## src/pcq_pkg.sv

```systemverilog
`timescale 1ns / 1ps

package pcq_pkg;

  localparam int unsigned NUM_COLORS = 16;
  localparam int unsigned IDX_W      = 4;
  localparam int unsigned CHAN_W     = 8;
  // weighted distance peaks at 10 * 255^2 = 650250
  localparam int unsigned DIST_W     = 20;
  // luma sum 30r + 59g + 11b peaks at 25500
  localparam int unsigned SUM_W      = 15;

  localparam logic [DIST_W-1:0] DIST_MAX = '1;

  // mode register codes; the unused code behaves as eight-level gray
  localparam logic [1:0] MODE_COLOR = 2'd0;
  localparam logic [1:0] MODE_GRAY4 = 2'd1;
  localparam logic [1:0] MODE_GRAY8 = 2'd2;

  // floor(sum / 100) < t  holds exactly when  sum < 100 * t
  localparam int unsigned LUMA_SCALE = 100;
  localparam logic [SUM_W-1:0] LUMA_32  = SUM_W'(32 * LUMA_SCALE);
  localparam logic [SUM_W-1:0] LUMA_64  = SUM_W'(64 * LUMA_SCALE);
  localparam logic [SUM_W-1:0] LUMA_80  = SUM_W'(80 * LUMA_SCALE);
  localparam logic [SUM_W-1:0] LUMA_112 = SUM_W'(112 * LUMA_SCALE);
  localparam logic [SUM_W-1:0] LUMA_128 = SUM_W'(128 * LUMA_SCALE);
  localparam logic [SUM_W-1:0] LUMA_144 = SUM_W'(144 * LUMA_SCALE);
  localparam logic [SUM_W-1:0] LUMA_176 = SUM_W'(176 * LUMA_SCALE);
  localparam logic [SUM_W-1:0] LUMA_192 = SUM_W'(192 * LUMA_SCALE);
  localparam logic [SUM_W-1:0] LUMA_208 = SUM_W'(208 * LUMA_SCALE);
  localparam logic [SUM_W-1:0] LUMA_240 = SUM_W'(240 * LUMA_SCALE);

  typedef struct packed {
    logic [CHAN_W-1:0] r;
    logic [CHAN_W-1:0] g;
    logic [CHAN_W-1:0] b;
  } rgb_t;

  // what travels from one cell to the next
  typedef struct packed {
    logic              valid;
    rgb_t              pix;
    logic [1:0]        mode;
    logic [SUM_W-1:0]  luma_sum;
    logic [DIST_W-1:0] best_dist;
    logic [IDX_W-1:0]  best_idx;
  } chain_t;

  function automatic rgb_t pal_color(input logic [IDX_W-1:0] idx);
    rgb_t c;
    case (idx)
      4'd0:    c = '{r: 8'd0,   g: 8'd0,   b: 8'd0};
      4'd1:    c = '{r: 8'd0,   g: 8'd0,   b: 8'd128};
      4'd2:    c = '{r: 8'd0,   g: 8'd128, b: 8'd0};
      4'd3:    c = '{r: 8'd0,   g: 8'd128, b: 8'd128};
      4'd4:    c = '{r: 8'd128, g: 8'd0,   b: 8'd0};
      4'd5:    c = '{r: 8'd128, g: 8'd0,   b: 8'd128};
      4'd6:    c = '{r: 8'd128, g: 8'd64,  b: 8'd0};
      4'd7:    c = '{r: 8'd192, g: 8'd192, b: 8'd192};
      4'd8:    c = '{r: 8'd128, g: 8'd128, b: 8'd128};
      4'd9:    c = '{r: 8'd0,   g: 8'd0,   b: 8'd255};
      4'd10:   c = '{r: 8'd0,   g: 8'd255, b: 8'd0};
      4'd11:   c = '{r: 8'd0,   g: 8'd255, b: 8'd255};
      4'd12:   c = '{r: 8'd255, g: 8'd0,   b: 8'd0};
      4'd13:   c = '{r: 8'd255, g: 8'd0,   b: 8'd255};
      4'd14:   c = '{r: 8'd255, g: 8'd255, b: 8'd0};
      default: c = '{r: 8'd255, g: 8'd255, b: 8'd255};
    endcase
    return c;
  endfunction

endpackage

```

## src/pcq_out.sv

```systemverilog
`timescale 1ns / 1ps

module pcq_out
  import pcq_pkg::*;
(
  input  logic             clk,
  input  logic             rst,
  input  chain_t           tail,
  output logic             result_valid,
  output logic [IDX_W-1:0] palette_index
);

  logic [IDX_W-1:0] gray4_idx;
  logic [IDX_W-1:0] gray8_idx;
  logic [IDX_W-1:0] index_next;

  always_comb begin
    if (tail.luma_sum < LUMA_64) begin
      gray4_idx = 4'd0;
    end else if (tail.luma_sum < LUMA_128) begin
      gray4_idx = 4'd8;
    end else if (tail.luma_sum < LUMA_192) begin
      gray4_idx = 4'd7;
    end else begin
      gray4_idx = 4'd15;
    end
  end

  always_comb begin
    if (tail.luma_sum < LUMA_32) begin
      gray8_idx = 4'd0;
    end else if (tail.luma_sum < LUMA_80) begin
      gray8_idx = 4'd1;
    end else if (tail.luma_sum < LUMA_112) begin
      gray8_idx = 4'd2;
    end else if (tail.luma_sum < LUMA_144) begin
      gray8_idx = 4'd8;
    end else if (tail.luma_sum < LUMA_176) begin
      gray8_idx = 4'd3;
    end else if (tail.luma_sum < LUMA_208) begin
      gray8_idx = 4'd7;
    end else if (tail.luma_sum < LUMA_240) begin
      gray8_idx = 4'd4;
    end else begin
      gray8_idx = 4'd15;
    end
  end

  always_comb begin
    case (tail.mode)
      MODE_COLOR: index_next = tail.best_idx;
      MODE_GRAY4: index_next = gray4_idx;
      MODE_GRAY8: index_next = gray8_idx;
      default:    index_next = gray8_idx;
    endcase
  end

  always_ff @(posedge clk) begin
    if (rst) begin
      result_valid <= 1'b0;
    end else begin
      result_valid <= tail.valid;
    end
  end

  always_ff @(posedge clk) begin
    palette_index <= index_next;
  end

endmodule

```

## config.mk

```make
export PLATFORM = sky130hd
export DESIGN_NAME = pcq_out
export DESIGN_NICKNAME = d
export VERILOG_FILES = /design/src/pcq_pkg.sv /design/src/pcq_out.sv
export SDC_FILE = /design/constraint.sdc
export NUM_CORES = 1
export LEC_CHECK = 0
export BUFFER_PORTS_ARGS = -buffer_cell sky130_fd_sc_hd__buf_2
export CAP_MARGIN = 20
export CORE_MARGIN = 3
export CORE_UTILIZATION = 29
export CTS_CLUSTER_DIAMETER = 80
export DETAILED_ROUTE_END_ITERATION = 8
export PLACE_DENSITY_LB_ADDON = 0.2
export SLEW_MARGIN = 0
export SYNTH_ARGS = -nofsm -noshare
export SYNTH_HDL_FRONTEND = slang
export SYNTH_SLANG_ARGS = --single-unit
```

## constraint.sdc

```tcl
create_clock -name clk -period 1.6 [get_ports clk]
set_clock_uncertainty 0.05 [all_clocks]
set_input_delay 0.48 -clock clk [delete_from_list [all_inputs] [get_ports clk]]
set_output_delay 0.48 -clock clk [all_outputs]
set_load 0.005 [all_outputs]
```

* Word-level counts from Yosys, hierarchy flattened
Index checks and enable logic that the tools add are counted.
** Word-level totals
- Bits of input ports :: 68
- Register bits after elaboration :: 5
- Output and inout port bits :: 5
** Cells by class
- Eq/ne operators :: 1
- Muxes and demuxes :: 11
- Order comparisons :: 10
- Reductions and logical operators :: 1
** Operator list (count)
- less-than comparator 15 bit (second input constant) :: 4
- less-than comparator 15 x 14 -> 1 bit (second input constant) :: 3
- 2-to-1 mux 4 bit :: 10
- less-than comparator 15 x 13 -> 1 bit (second input constant) :: 2
- less-than comparator 15 x 12 -> 1 bit (second input constant) :: 1
- case mux 4 bit (2 select lines) :: 1
- == test 2 x 1 -> 1 bit (second input constant) :: 1
- logical NOT 2 bit :: 1

* Longest topological paths before layout
- Depth in word-level cells :: 9
- Depth in mapped cells :: 5
- Depth with buffers taken out :: 4

* Least setup slack after synthesis
OpenSTA, ideal clock, no wires.
- Path type :: input -> register
- Start point :: in tail[33] (netlist name)
- End point :: reg palette_index[0]
- Setup time :: 132 ps
- Cell stages on the path :: 5
- Path slack :: 105 ps
- Data arrival time :: 1313 ps
- Cells stage by stage :: buf_6 -> o311a_1 -> o41ai_1 -> or4_1 -> o211ai_1
** On the way
- Longest elaborated chain between the ends :: 9
- Elaborated cells on any way between the ends :: 19
** RTL lines
- start: declaration :: line pcq_out.sv:8 : input chain_t tail,
- less-than comparator 15 bit :: line pcq_out.sv:42 : end else if (tail.luma_sum < LUMA_240) begin
- 2-to-1 mux 4 bit :: line pcq_out.sv:42
- 2-to-1 mux 4 bit :: line pcq_out.sv:40 : end else if (tail.luma_sum < LUMA_208) begin
- 2-to-1 mux 4 bit :: line pcq_out.sv:38 : end else if (tail.luma_sum < LUMA_176) begin
- 2-to-1 mux 4 bit :: line pcq_out.sv:36 : end else if (tail.luma_sum < LUMA_144) begin
- 2-to-1 mux 4 bit :: line pcq_out.sv:34 : end else if (tail.luma_sum < LUMA_112) begin
- 2-to-1 mux 4 bit :: line pcq_out.sv:32 : end else if (tail.luma_sum < LUMA_80) begin
- 2-to-1 mux 4 bit :: line pcq_out.sv:30 : if (tail.luma_sum < LUMA_32) begin
- case mux 4 bit (2 select lines) (*) :: line pcq_out.sv:50 : case (tail.mode)
- net index_next[0] :: line pcq_out.sv:15 : logic [IDX_W-1:0] index_next;
- end signal: assignment :: line pcq_out.sv:67 : palette_index <= index_next;
- end: declaration :: line pcq_out.sv:10 : output logic [IDX_W-1:0] palette_index
The timed path passes the listed nets; every way through them passes the cells marked *.
A chain may end at the register's enable or synchronous reset.

* Final worst setup path
- Start point :: in tail[34] (netlist name)
- End point :: reg palette_index[1]
Same word-level chain as after synthesis.

==> results.md <==
* Number of buffers added on ports at 22
* Worst path slowest cell: a221o_1
* Util after Layout at between 40% and 50%
* Mapped Nets at 133
* Buffers & Inverters on Critical Path at 1
* Initial Util at around a third
* Sequential fraction of the synthesis area at 20.3%
* Clk buf depth at 2
* Min-delay worst type: input port to flop
* I/O pins at 73
* Detailed Route Iter0 Violations at 6
* Setup crit start kind: input port
* Max transition margin at 76.9%
* RSZ-0062 raised after global routing: no
* Final WS setup at 0.204 ns
* Post-CTS Resized at 0
* First-pass GRT wire length at 2.21 mm
* Die Wd at 47.3 um
* Final Hold Viols at 0
* Period Utilization, post-route at 87.3%
* Gr usage total at about an eighth
* Final Wtd Congestion at around 0.73
* Hold-fix buffers, CTS at 0
* Total core area at 1560 sq um
* Layout cells sized above 1 at 38.0%
* PD cells at 633 nW/um^2
* Worst path depth at 5
* ANT cells at 0
* Min cycle time layout at about 1.4 ns
* Total number of vias at 609
* Clk pwr share at between 30 and 40%
* Netlist cell types at 34
* Combinational share of power at about a third
* Clock Sinks at 5
* Root buffer cell: clkbuf_4
* Residual DRC at 0
* Synth area leaders: dfxtp_1 (20%), buf_6 (6.8%), a21oi_1 (4.1%), nand2_1 (3.8%), nand4_1 (3.8%)
* Fill cells at between 150 and 200
* Antenna-violating nets left at 0
* WS Path Type: input port to flop
* CP Data Arrival Time at approximately 1.5 ns
* Worst VDD drop at 0.402 mV
* FP Rows at 14
* Synth-to-Final Area Change at 34.9%
* Final #Nets at 161
* Sw Share at 28.9%
* Final instance area at 667 sq um
* Crit-path max FO at 10
* Worst EP required at 1.66 ns
* Post-DR wirelength/cell at around 12 um
* Worst-path clk slew at 0.04 ns
* Synth Area per Inst at about 7.6 sq um
* Largest net degree at the start of global routing at 11
* Run status: complete, no violations
* Critical path endpoint: palette_index[1]$_DFF_P_
* Die Area at 2240 sq um
* Routed Wire Length at 1.32 mm
* DRT Pass-1 Iters at 4
* Number of antenna violations at the first check in global routing at 0
* Cell area after placement at between 600 and 700 sq um
* CP Cell Sequence: buf_2 -> a21oi_1 -> a221o_1 -> a32oi_1 -> o21ai_1
* Leak at about 0.28 nW
* Sw Pwr at roughly 0.12 mW
* DP Worst Slack at -0.0367 ns
* Post-Syn Instances at 65
* DP Wirelength at approximately 1.1 mm
* Seq pwr share at between 30% and 40%
* Final setup TNS at 0 ns
* Register area at approximately 100 sq um
* Cell accounting for the most synthesized area: dfxtp_1
* Setup repair bufs after CTS at 0
* Pint at 0.300 mW
* CTS buffer count at 3
* Setup crit start: tail[34]
* Critical Path Max Stage Delay at 0.37 ns
* H-Tree Depth at 1
* Ys Warns at 0
* Final setup viols at 0
* Final slew viol count at 0
* Mapped Area at 494 sq um
* Fmax at 0.716 GHz
* CP top delay family: compound AO/OA/AOI/OAI gates
* Area occupied by multi-input gates at 338 sq um
* Die Span Y at 47.3 um
* Crit end category: flop
* CTS tree: done
* Total grt overflow at 0
* Vias in the first global route at 534
* Synth top area share at 20.3%
* Max cap viols at 0
* Worst-Margin Slew at 0.341 ns
* Post-synthesis register bit count at 5
* Drt via density at 5.64
-- metrics by stage --
stage                     std cells  power (mW)  hold WS (ns)
after floorplan                  65       0.222         0.502
after global placement          104       0.281         0.585
after detailed placement        104       0.282         0.596
after CTS                       108       0.428         0.345
after global routing            108       0.458         0.351
final                           108       0.422         0.348
-- layout make-up --
| class | count | share of cell area [%] |
|---|---|---|
| well taps | 16 | 3.00 |
| multi-input cells | 52 | 50.7 |
| clock buffers | 4 | 3.94 |
| repair buffers | 29 | 26.3 |
| inverters | 2 | 1.13 |
| flip-flops and latches | 5 | 15.0 |
-- layout by cell type (no fill, tap or decap), drive strengths merged --
master,instances
a21oi,4
o211ai,3
a221o,1
nor3,3
o2111ai,1
nand3,2
or2,1
a31oi,1
or4b,1
o311a,1
dfxtp,5
inv,2
nand2,5
o21ai,3
nand3b,1
or4,1
o221ai,1
a32oi,1
nor2,5
nand4,3
clkbuf,4
and2,2
buf,29
o31a,1
o22ai,1
nor2b,2
o31ai,2
o41ai,2
nor3b,1
o21a,1
o311ai,2
-- worst min-delay path by stage --
stage | cells past startpoint | start | slack, ns | to
detailed placement | 2 | rst | 0.60 | result_valid$_SDFF_PP0_
CTS | 2 | rst | 0.35 | result_valid$_SDFF_PP0_
global route | 2 | rst | 0.35 | result_valid$_SDFF_PP0_
floorplan | 1 | rst | 0.50 | result_valid$_SDFF_PP0_
finish | 2 | rst | 0.35 | result_valid$_SDFF_PP0_
global placement | 2 | rst | 0.58 | result_valid$_SDFF_PP0_
-- routing by layer --
| metal | global-route usage [%] | up-vias | routed length [um] |
|---|---|---|---|
| met5 | 0 | - | 0 |
| met4 | 2.21 | 0 | 0 |
| met1 | 19.1 | 282 | 624 |
| met2 | 19.5 | 17 | 619 |
| met3 | 4.60 | 0 | 74 |
| li1 | - | 310 | - |
-- Yosys cell counts, drive strengths merged --
library cell  count
inv               2
o41ai             2
o21a              1
nor2b             2
a221o             1
or2               1
nor3              3
o22ai             1
o31ai             2
buf               6
or4               1
o31a              1
o211ai            3
a21oi             4
nor2              5
o21ai             3
nand3             2
o311ai            2
o221ai            1
o311a             1
nand3b            1
dfxtp             5
or4b              1
and2              2
o2111ai           1
nand4             3
nor3b             1
a31oi             1
nand2             5
a32oi             1
-- power groups by stage --
stage	clock, mW	sequential, mW	combinational (mW)
floorplan	0	0.145	0.0771
global placement	0	0.142	0.139
detailed placement	0	0.143	0.139
CTS	0.148	0.140	0.140
global route	0.160	0.141	0.157
finish	0.142	0.140	0.140
-- flip-flops by register name, indices dropped and copies added (netlist names) --
signal and cells:
result_valid 1, palette_index 4
-- kinds of logic after synthesis --
logic type	share of synthesized area, %
flip-flops	20.3
AO/OA/AOI/OAI	38.0
buffers and inverters	11.4
AND/OR/NAND/NOR	30.4
No activity file was read; power rests on OpenSTA's default activity.
