`src/pcq_pkg.sv`:
```
`timescale 1ns / 1ps

package pcq_pkg;

  localparam int unsigned NUM_COLORS = 16;
  localparam int unsigned IDX_W      = 4;
  localparam int unsigned CHAN_W     = 8;
  // weighted distance peaks at 10 * 255^2 = 650250
  localparam int unsigned DIST_W     = 20;
  // luma sum 30r + 59g + 11b peaks at 25500
  localparam int unsigned SUM_W      = 15;

  localparam logic [DIST_W-1:0] DIST_MAX = '1;

  // mode register codes; the unused code behaves as eight-level gray
  localparam logic [1:0] MODE_COLOR = 2'd0;
  localparam logic [1:0] MODE_GRAY4 = 2'd1;
  localparam logic [1:0] MODE_GRAY8 = 2'd2;

  // floor(sum / 100) < t  holds exactly when  sum < 100 * t
  localparam int unsigned LUMA_SCALE = 100;
  localparam logic [SUM_W-1:0] LUMA_32  = SUM_W'(32 * LUMA_SCALE);
  localparam logic [SUM_W-1:0] LUMA_64  = SUM_W'(64 * LUMA_SCALE);
  localparam logic [SUM_W-1:0] LUMA_80  = SUM_W'(80 * LUMA_SCALE);
  localparam logic [SUM_W-1:0] LUMA_112 = SUM_W'(112 * LUMA_SCALE);
  localparam logic [SUM_W-1:0] LUMA_128 = SUM_W'(128 * LUMA_SCALE);
  localparam logic [SUM_W-1:0] LUMA_144 = SUM_W'(144 * LUMA_SCALE);
  localparam logic [SUM_W-1:0] LUMA_176 = SUM_W'(176 * LUMA_SCALE);
  localparam logic [SUM_W-1:0] LUMA_192 = SUM_W'(192 * LUMA_SCALE);
  localparam logic [SUM_W-1:0] LUMA_208 = SUM_W'(208 * LUMA_SCALE);
  localparam logic [SUM_W-1:0] LUMA_240 = SUM_W'(240 * LUMA_SCALE);

  typedef struct packed {
    logic [CHAN_W-1:0] r;
    logic [CHAN_W-1:0] g;
    logic [CHAN_W-1:0] b;
  } rgb_t;

  // what travels from one cell to the next
  typedef struct packed {
    logic              valid;
    rgb_t              pix;
    logic [1:0]        mode;
    logic [SUM_W-1:0]  luma_sum;
    logic [DIST_W-1:0] best_dist;
    logic [IDX_W-1:0]  best_idx;
  } chain_t;

  function automatic rgb_t pal_color(input logic [IDX_W-1:0] idx);
    rgb_t c;
    case (idx)
      4'd0:    c = '{r: 8'd0,   g: 8'd0,   b: 8'd0};
      4'd1:    c = '{r: 8'd0,   g: 8'd0,   b: 8'd128};
      4'd2:    c = '{r: 8'd0,   g: 8'd128, b: 8'd0};
      4'd3:    c = '{r: 8'd0,   g: 8'd128, b: 8'd128};
      4'd4:    c = '{r: 8'd128, g: 8'd0,   b: 8'd0};
      4'd5:    c = '{r: 8'd128, g: 8'd0,   b: 8'd128};
      4'd6:    c = '{r: 8'd128, g: 8'd64,  b: 8'd0};
      4'd7:    c = '{r: 8'd192, g: 8'd192, b: 8'd192};
      4'd8:    c = '{r: 8'd128, g: 8'd128, b: 8'd128};
      4'd9:    c = '{r: 8'd0,   g: 8'd0,   b: 8'd255};
      4'd10:   c = '{r: 8'd0,   g: 8'd255, b: 8'd0};
      4'd11:   c = '{r: 8'd0,   g: 8'd255, b: 8'd255};
      4'd12:   c = '{r: 8'd255, g: 8'd0,   b: 8'd0};
      4'd13:   c = '{r: 8'd255, g: 8'd0,   b: 8'd255};
      4'd14:   c = '{r: 8'd255, g: 8'd255, b: 8'd0};
      default: c = '{r: 8'd255, g: 8'd255, b: 8'd255};
    endcase
    return c;
  endfunction

endpackage

```
`src/pcq_cell.sv`:
```
`timescale 1ns / 1ps

module pcq_cell
  import pcq_pkg::*;
#(
  parameter logic [IDX_W-1:0] CELL_IDX = 4'd0
)
(
  input  logic   clk,
  input  logic   rst,
  input  chain_t up,
  output chain_t down
);

  localparam rgb_t ENTRY = pal_color(CELL_IDX);

  logic [CHAN_W-1:0]   dr;
  logic [CHAN_W-1:0]   dg;
  logic [CHAN_W-1:0]   db;
  logic [2*CHAN_W-1:0] sq_r;
  logic [2*CHAN_W-1:0] sq_g;
  logic [2*CHAN_W-1:0] sq_b;
  logic [DIST_W-1:0]   cand_dist;
  logic                closer;

  assign dr = (up.pix.r > ENTRY.r) ? up.pix.r - ENTRY.r : ENTRY.r - up.pix.r;
  assign dg = (up.pix.g > ENTRY.g) ? up.pix.g - ENTRY.g : ENTRY.g - up.pix.g;
  assign db = (up.pix.b > ENTRY.b) ? up.pix.b - ENTRY.b : ENTRY.b - up.pix.b;

  assign sq_r = dr * dr;
  assign sq_g = dg * dg;
  assign sq_b = db * db;

  // 3*r + 6*g + b as shifts and adds
  assign cand_dist = (DIST_W'(sq_r) << 1) + DIST_W'(sq_r)
                   + (DIST_W'(sq_g) << 2) + (DIST_W'(sq_g) << 1)
                   + DIST_W'(sq_b);

  // strict compare keeps the lower index on a tie
  assign closer = cand_dist < up.best_dist;

  always_ff @(posedge clk) begin
    if (rst) begin
      down.valid <= 1'b0;
    end else begin
      down.valid <= up.valid;
    end
    down.pix       <= up.pix;
    down.mode      <= up.mode;
    down.luma_sum  <= up.luma_sum;
    down.best_dist <= closer ? cand_dist : up.best_dist;
    down.best_idx  <= closer ? CELL_IDX : up.best_idx;
  end

endmodule

```
`config.mk`:
```
export PLATFORM = sky130hd
export DESIGN_NAME = pcq_cell
export DESIGN_NICKNAME = d
export VERILOG_FILES = /design/src/pcq_pkg.sv /design/src/pcq_cell.sv
export SDC_FILE = /design/constraint.sdc
export NUM_CORES = 1
export LEC_CHECK = 0
export BUFFER_PORTS_ARGS = -buffer_cell sky130_fd_sc_hd__buf_2
export CAP_MARGIN = 20
export CORE_AREA = 5 5 141 143
export DETAILED_ROUTE_END_ITERATION = 16
export DIE_AREA = 0 0 146 148
export PLACE_DENSITY = 0.68
export SYNTH_ARGS = -nofsm -noshare
export SYNTH_HDL_FRONTEND = slang
export SYNTH_SLANG_ARGS = --single-unit
export TNS_END_PERCENT = 20
```
`constraint.sdc`:
```
create_clock -name clk -period 14.25 [get_ports clk]
set_clock_uncertainty 0.05 [all_clocks]
set_input_delay 1.425 -clock clk [delete_from_list [all_inputs] [get_ports clk]]
set_output_delay 1.425 -clock clk [all_outputs]
set_load 0.005 [all_outputs]
```
After elaboration in Yosys (flattened, before gate mapping). Cells that the tools add are included.

Muxes and demuxes: 4. Add/sub/neg operators: 7. $lt $le $gt $ge: 4. $mul: 3.

Operators with widths (number): $mul A8 B8 Y16 (3); $gt A8 B1 Y1 const B (3); $mux W8 (3); $sub A1 B8 Y8 const A (3); $add A19 B17 Y20 (1); $add A20 B16 Y20 (1); $lt A20 B20 Y1 (1); $mux W20 (1); $add A18 B18 Y19 (1); $add A17 B16 Y18 (1).

Bits in registers: 66. Output and inout bits: 66. Logic and storage cells: 26. Input bits: 68.

Longest topological paths before layout. Gate-level depths: netlist of run 1.

Word-level depth: 9. Mapped depth: 42. Mapped depth without buffers: 41.

Least setup slack after synthesis of run 1. No wires, ideal clock.

Path kind: input to register. From: input up[63] (netlist bit). To: register down[10] (netlist bit). Cell stages on the path: 38. Buffers on the path: 3. Setup time: 0.121 ns. Path slack: 3.506 ns. Arrival time: 10.573 ns. Data required time: 14.079 ns. Path through: clkbuf_1 nor4_1 nand3b_1 nor2_1 mux2i_1 nor2_1 fa_1 fa_1 inv_1 fa_1 fa_1 inv_1 ha_1 nor3_1 nor2_1 a31o_2 a21o_1 xnor2_1 [2 not listed] fa_1 fa_1 inv_1 fa_1 inv_1 ha_1 clkbuf_1 nand3b_1 mux2i_1 or4_4 ha_1 a21o_1 a211oi_1 o21ai_0 o2111ai_1 nand3_2 buf_6 mux2_2.

Cells in the longest elaborated chain, start to end: 9. Elaborated cells on any way between the ends: 10. Classes of those cells: 5 x add/sub; 1 x mul; 2 x order compare; 2 x mux.

Ends and longest elaborated chain: start: declaration (line pcq_cell.sv:11) `input chain_t up,`; $sub A1 B8 Y8 / $gt A8 B1 Y1 (equally long branches) (line pcq_cell.sv:26) `assign dr = (up.pix.r > ENTRY.r) ? up.pix.r - ENTRY.r : ENTRY.r - up.pix.r;`; $mux W8 * (line pcq_cell.sv:26); $mul A8 B8 Y16 * (line pcq_cell.sv:30) `assign sq_r = dr * dr;`; $add A17 B16 Y18 * (line pcq_cell.sv:35) `assign cand_dist = (DIST_W'(sq_r) << 1) + DIST_W'(sq_r)`; $add A18 B18 Y19 * (line pcq_cell.sv:36) `+ (DIST_W'(sq_g) << 2) + (DIST_W'(sq_g) << 1)`; $add A19 B17 Y20 * (line pcq_cell.sv:36); $add A20 B16 Y20 * (line pcq_cell.sv:37) `+ DIST_W'(sq_b);`; $lt A20 B20 Y1 (line pcq_cell.sv:40) `assign closer = cand_dist < up.best_dist;`; $mux W20 * (line pcq_cell.sv:51) `down.best_dist <= closer ? cand_dist : up.best_dist;`; end: declaration (line pcq_cell.sv:12) `output chain_t down`.

Every way passes the cells marked *; elsewhere a longest branch is shown, timed or not. A chain may end at the register's enable or synchronous reset.

Final worst setup path of run 1.
From: input up[57] (netlist bit). To: register down[18] (netlist bit).

The elaborated chain is that of the path after synthesis.

==> results of run 1 <==
==> cells in the mapped netlist, types with 2 or more instances <==
cell       count  share of area [%]
inv_1        249                 10
ha_1         130                 18
fa_1         128                 28
nor2_1        76                3.2
dfxtp_1       66                 15
nand2_1       58                2.4
xnor2_1       31                3.0
a21oi_1       25                1.4
and2_1        24                1.7
o21ai_0       23                1.3
nor3_1        22                1.2
a21o_1        21                1.7
xor2_1        20                1.9
mux2_2        19                2.4
clkbuf_1      11               0.46
o211ai_1      11               0.91
a211oi_1       7               0.58
mux2i_1        6               0.66
nand3b_1       6               0.50
nand4_1        6               0.42
a31oi_1        5               0.35
nand3_1        5               0.28
and3_1         4               0.28
nor4_1         4               0.28
a31o_2         3               0.29
a41oi_1        3               0.29
nor2b_1        3               0.21
a2111oi_0      2               0.19
buf_6          2               0.25
conb_1         2              0.083
nand2b_1       2               0.14
nor3b_1        2               0.17
nor4b_1        2               0.19
o211a_1        2               0.22
o21a_1         2               0.17
or3_1          2               0.14
==> layer usage <==
| layer | wire [µm] | share of wire (%) |
|---|---|---|
| met1 | 8220 | 44 |
| met2 | 9350 | 50 |
| met3 | 921 | 4.9 |
| met4 | 246 | 1.3 |
| met5 | 0 | 0 |
==> cells by family after synthesis <==
group	after synthesis
flops	66
compound gates	115
other cells	2
simple gates	220
mux	25
xor+xnor	51
fa+ha+maj	258
buf+inv	262
==> worst max-delay path, delay by kind of cell <==
family / cells / cell delay (ps)
AO/OA/AOI/OAI: 7 / 1280
buffers and inverters: 10 / 840
XOR/XNOR: 1 / 460
AND/OR/NAND/NOR: 6 / 1740
adder cells (fa/ha/maj): 13 / 5310
multiplexers: 2 / 600
==> metrics by stage <==
step	std cells	hold WS (ps)
after floorplan	1001	1400
after global placement	1355	1480
after detailed placement	1355	1480
after CTS	1370	1120
after global routing	1370	1130
final	1370	1130
==> cell type report <==
type	count	area, µm²	area share (%)
multi-input cells	673	6730	65.8
flip-flops and latches	66	1320	12.9
inverters	249	935	9.14
repair buffers	133	666	6.51
well taps	234	293	2.86
clock buffers	12	246	2.41
clock inverters	3	40.0	0.392
==> path summary, 6_finish.rpt <==
path / slack (ps) / end
setup / recovery: 2730 / down[18]
hold / removal: 1130 / down[29]
==> flow_summary.toml, run 1 <==
[logic_synthesis]
ys_async_sr_fraction_pct = 0
yosys_warnings = 0
synth_top_family_by_area = "adder cells"
synth_xor_area_share_pct = 4.94
synthAdderAreaFrac_pct = 46.4
syn_area_mm2 = 0.00904
synth-edff-count = 0
synth-seq-cells = 66
ys_seq_area_share_pct = 14.6
synth_compound_area_share_pct = 8.50
syn_area_per_cell_um2 = 9.05
synth_cell_types = 51
muxShareOfSynthArea_pct = 3.03
syn_inst = 999
synthFlopType = "dfxtp_1"
synthSimpleGateAreaFrac_pct = 11.4

[timing]
relSlewSlack_pct = 59.6
worst_pin_slew_ps = 605
period_share_pct = 80.9
max_freq_mhz = 86.8
tns_ps = 0
setup_slack_ps = 2730
setup_viol_count_final = 0
hold_viol_final = 0
report.final.slew_viol_count = 0
rsz0062_at_grt = "false"
period_needed_ps = 11520

[route]
wl_um = 18700
drc_errors = 0
detail-route-antenna-nets = 0
post_drt_wl_per_cell_um = 13.7
drt_pass1_iterations = 5
via_per_inst = 5.00
drtIter0Drc = 248
via_count = 6845

[clock_network]
cts_tree = "yes"
cts_buffer_depth = 2
postCtsSetupBuffers = 0
cts_buffers = 9
clock-root-buffer = "clkbuf_16"
hold_buffers = 0
cts.clk_slew.worst_paths_ps = 60
postCtsResizedCells = 0
htreeDepth = 3
clock-sinks = 66

[final_layout]
antenna_cells = 0
post-route-cell-area_mm2 = 0.0102
drive_above_1_share_pct = 15.3
final_common_cell = "inv_1"
reg_top3 = "down: 66 flops"
fillerInstances = 1682
nNetsFinal = 1458
max_flop_register = "down"
mostFrequentLayoutCells = "inv_1, buf_2, ha_1"
fin_util_pct = 55.4
syn2layout_area_growth_pct = 13.2
largest_register_ffs = 66

[floorplan]
die-area_mm2 = 0.0216
rows = 50
die_w_um = 146
num_io_pins = 134
core_area_mm2 = 0.0185
initial_core_util_pct = 49.0
die_height_um = 148

[hold_path]
holdPathStages = 1
hold_path_class = "input port to register"
hp-start = "up[29]"

[grt]
antenna_found_initial = 0
grt_util_all_layers_pct = 18.1
grt_use_met2_pct = 31.7
grt_pass1_wl_um = 32400
met1_usage_pct = 23.7
grt_max_degree = 25
grt-ovfl-total = 0
first_global_vias = 6937
top_usage_layer = "met2"
met3_usage_pct = 2.82

[placement]
portBuffers = 133
dp_slack_ps = 2470
hpwlAfterDp_um = 16200
placed_area_mm2 = 0.00994
gp_congestion = 0.859

[critical_path]
cpMaxStageDelayCell = "or4_4"
critPathKind = "input port to register"
crit_required_ps = 14420
crit_path_end_kind = "register"
arrival_ps = 11690
cpPeakStageDelay_ps = 550
worst_setup_path_start_kind = "input port"
path_common_cell = "inv_1"
worstSetupStartpoint = "up[57]"
cp_max_fo = 24

[outcome]
status = "finished clean"

[flow_run]
max_cap_viol_count = 0
Power of run 1 is left out: the tool's default activity adds up to more than one toggle a clock period on the data nets, which glitch-free logic cannot reach.
==> run 2, diff against run 1 <==
--- a/config.mk
+++ b/config.mk
@@ -5,12 +5,13 @@
 export SDC_FILE = /design/constraint.sdc
 export NUM_CORES = 1
 export LEC_CHECK = 0
+export ABC_AREA = 1
 export BUFFER_PORTS_ARGS = -buffer_cell sky130_fd_sc_hd__buf_2
 export CAP_MARGIN = 20
-export CORE_AREA = 5 5 141 143
+export CORE_AREA = 5 5 145 147
 export DETAILED_ROUTE_END_ITERATION = 16
-export DIE_AREA = 0 0 146 148
-export PLACE_DENSITY = 0.68
+export DIE_AREA = 0 0 150 152
+export PLACE_DENSITY = 0.71
 export SYNTH_ARGS = -nofsm -noshare
 export SYNTH_HDL_FRONTEND = slang
 export SYNTH_SLANG_ARGS = --single-unit
==> constraint.sdc (replaced) <==
create_clock -name clk -period 9.5 [get_ports clk]
set_clock_uncertainty 0.05 [all_clocks]
set_input_delay 0.95 -clock clk [delete_from_list [all_inputs] [get_ports clk]]
set_output_delay 0.95 -clock clk [all_outputs]
set_load 0.005 [all_outputs]
==> flow_summary.toml, run 2 <==
[final_layout]
max_flop_register = "down"
nNetsFinal = 1830
fillerInstances = 1729
drive_above_1_share_pct = 26.4
antenna_cells = 0
syn2layout_area_growth_pct = 28.6
reg_top3 = "down: 66 flops"
mostFrequentLayoutCells = "inv_1, nand2_1, buf_2"
largest_register_ffs = 66
final_common_cell = "inv_1"

[floorplan]
core_area_mm2 = 0.0198
die_height_um = 152
die-area_mm2 = 0.0228
rows = 52
num_io_pins = 134
die_w_um = 150
initial_core_util_pct = 48.2

[clock_network]
cts_tree = "yes"
clock-sinks = 66
cts_buffers = 9
hold_buffers = 0
clock-root-buffer = "clkbuf_16"
cts.clk_slew.worst_paths_ps = 60
cts_buffer_depth = 2
htreeDepth = 3

[logic_synthesis]
synth_cell_types = 40
synthFlopType = "dfxtp_1"
ys_seq_area_share_pct = 13.9
ys_async_sr_fraction_pct = 0
yosysTopAreaCell = "fa_1"
synth.area.top_cells = "fa_1, ha_1, inv_1"
synth_common_cells = "inv_1, nand2_1, ha_1"
synth-edff-count = 0
post-synth-top-count-cell = "inv_1"
syn_inst = 1251
synth-seq-cells = 66
syn_area_per_cell_um2 = 7.62
syn_area_mm2 = 0.00953
yosys_warnings = 0
synth_top_area_share_pct = 26.9

[grt]
grt_util_all_layers_pct = 18.8
grt_max_degree = 18
antenna_found_initial = 0
first_global_vias = 8157
grt-ovfl-total = 0
grt_pass1_wl_um = 35800

[route]
detail-route-antenna-nets = 0
drc_errors = 0
via_count = 8297
drtIter0Drc = 339
via_per_inst = 4.66
wl_um = 22500
post_drt_wl_per_cell_um = 12.6
drt_pass1_iterations = 5

[critical_path]
cp_max_fo = 8
arrival_ps = 9500
critPathKind = "input port to register"
path_common_cell = "nand2_1"
worst-path-buf-inv = 12
crit_required_ps = 9730
worst_setup_path_start_kind = "input port"
crit_family = "adder cells"
cpPeakStageDelay_ps = 550
crit_path_end_kind = "register"
cpMaxStageDelayCell = "fa_1"

[placement]
gp_congestion = 0.912
dp_slack_ps = -388
hpwlAfterDp_um = 17900
portBuffers = 133

[outcome]
status = "finished clean"

[timing]
whs_ps = 648
report.final.slew_viol_count = 0
period_share_pct = 97.6
tns_ps = 0
period_needed_ps = 9270
hold_viol_final = 0
setup_slack_ps = 228
max_freq_mhz = 108
setup_viol_count_final = 0

[hold_path]
hold_path_class = "input port to register"

[flow_run]
max_cap_viol_count = 0
## run 2: cell count changes in the layout (fill, tap and decap cells not counted), moves of 19 or more
cell | previous run | this run
mux2_2 | 19 | 0
ha_4 | 0 | 19
inv_1 | 249 | 362
nor2_1 | 76 | 41
and2_1 | 24 | 2
buf_4 | 0 | 115
nand2_2 | 0 | 27
nand2_1 | 58 | 287
ha_1 | 130 | 109
nand3_1 | 5 | 30
a21o_1 | 21 | 1
## run 2: routing by layer
layer / up-vias / track usage [%] / routed length [µm]
met1: 3908 / 23.5 / 9130
met5: - / 0 / 0
li1: 4147 / - / -
met4: 0 / 5.53 / 592
met3: 40 / 2.53 / 1130
met2: 202 / 33.6 / 11600
## run 2: worst paths after layout
| check | startpoint | endpoint | slack [ps] | cells after the start |
|---|---|---|---|---|
| max | up[58] | down[18] | 230 | 46 |
| min | up[33] | down[33] | 650 | 1 |
## run 2: repair_timing
item,in CTS,in global routing
setup endpoints to repair,16,24
gates resized for setup,4,111
setup buffers,1,5
gates cloned,0,1
pin swaps,2,33
## run 2: cell families after synthesis
| family | synth area share [%] |
|---|---|
| other | 0.0788 |
| buffers and inverters | 15.8 |
| AO/OA/AOI/OAI | 4.31 |
| XOR/XNOR | 3.22 |
| adder cells (fa/ha/maj) | 43.9 |
| AND/OR/NAND/NOR | 18.8 |
| flip-flops | 13.9 |
## run 2: area by class of cell
| cell class | instances | area (µm²) | area share, % |
|---|---|---|---|
| multi-input combinational | 799 | 7290 | 59.4 |
| clock buffer | 9 | 225 | 1.84 |
| inverter | 377 | 1420 | 11.6 |
| sequential | 66 | 1320 | 10.8 |
| clock inverter | 7 | 77.6 | 0.633 |
| timing repair buffer | 251 | 1590 | 13.0 |
| tap | 270 | 338 | 2.76 |
## run 2: through the flow
step | util [%] | cell area, µm² | cells
after CTS | 58.9 | 11600 | 1773
after detailed placement | 57.2 | 11300 | 1756
after floorplan | - | 9540 | 1253
after global placement | 57.2 | 11300 | 1756
after global routing | 62.0 | 12300 | 1779
final | 62.0 | 12300 | 1779
Power of run 2 is left out for the same reason.
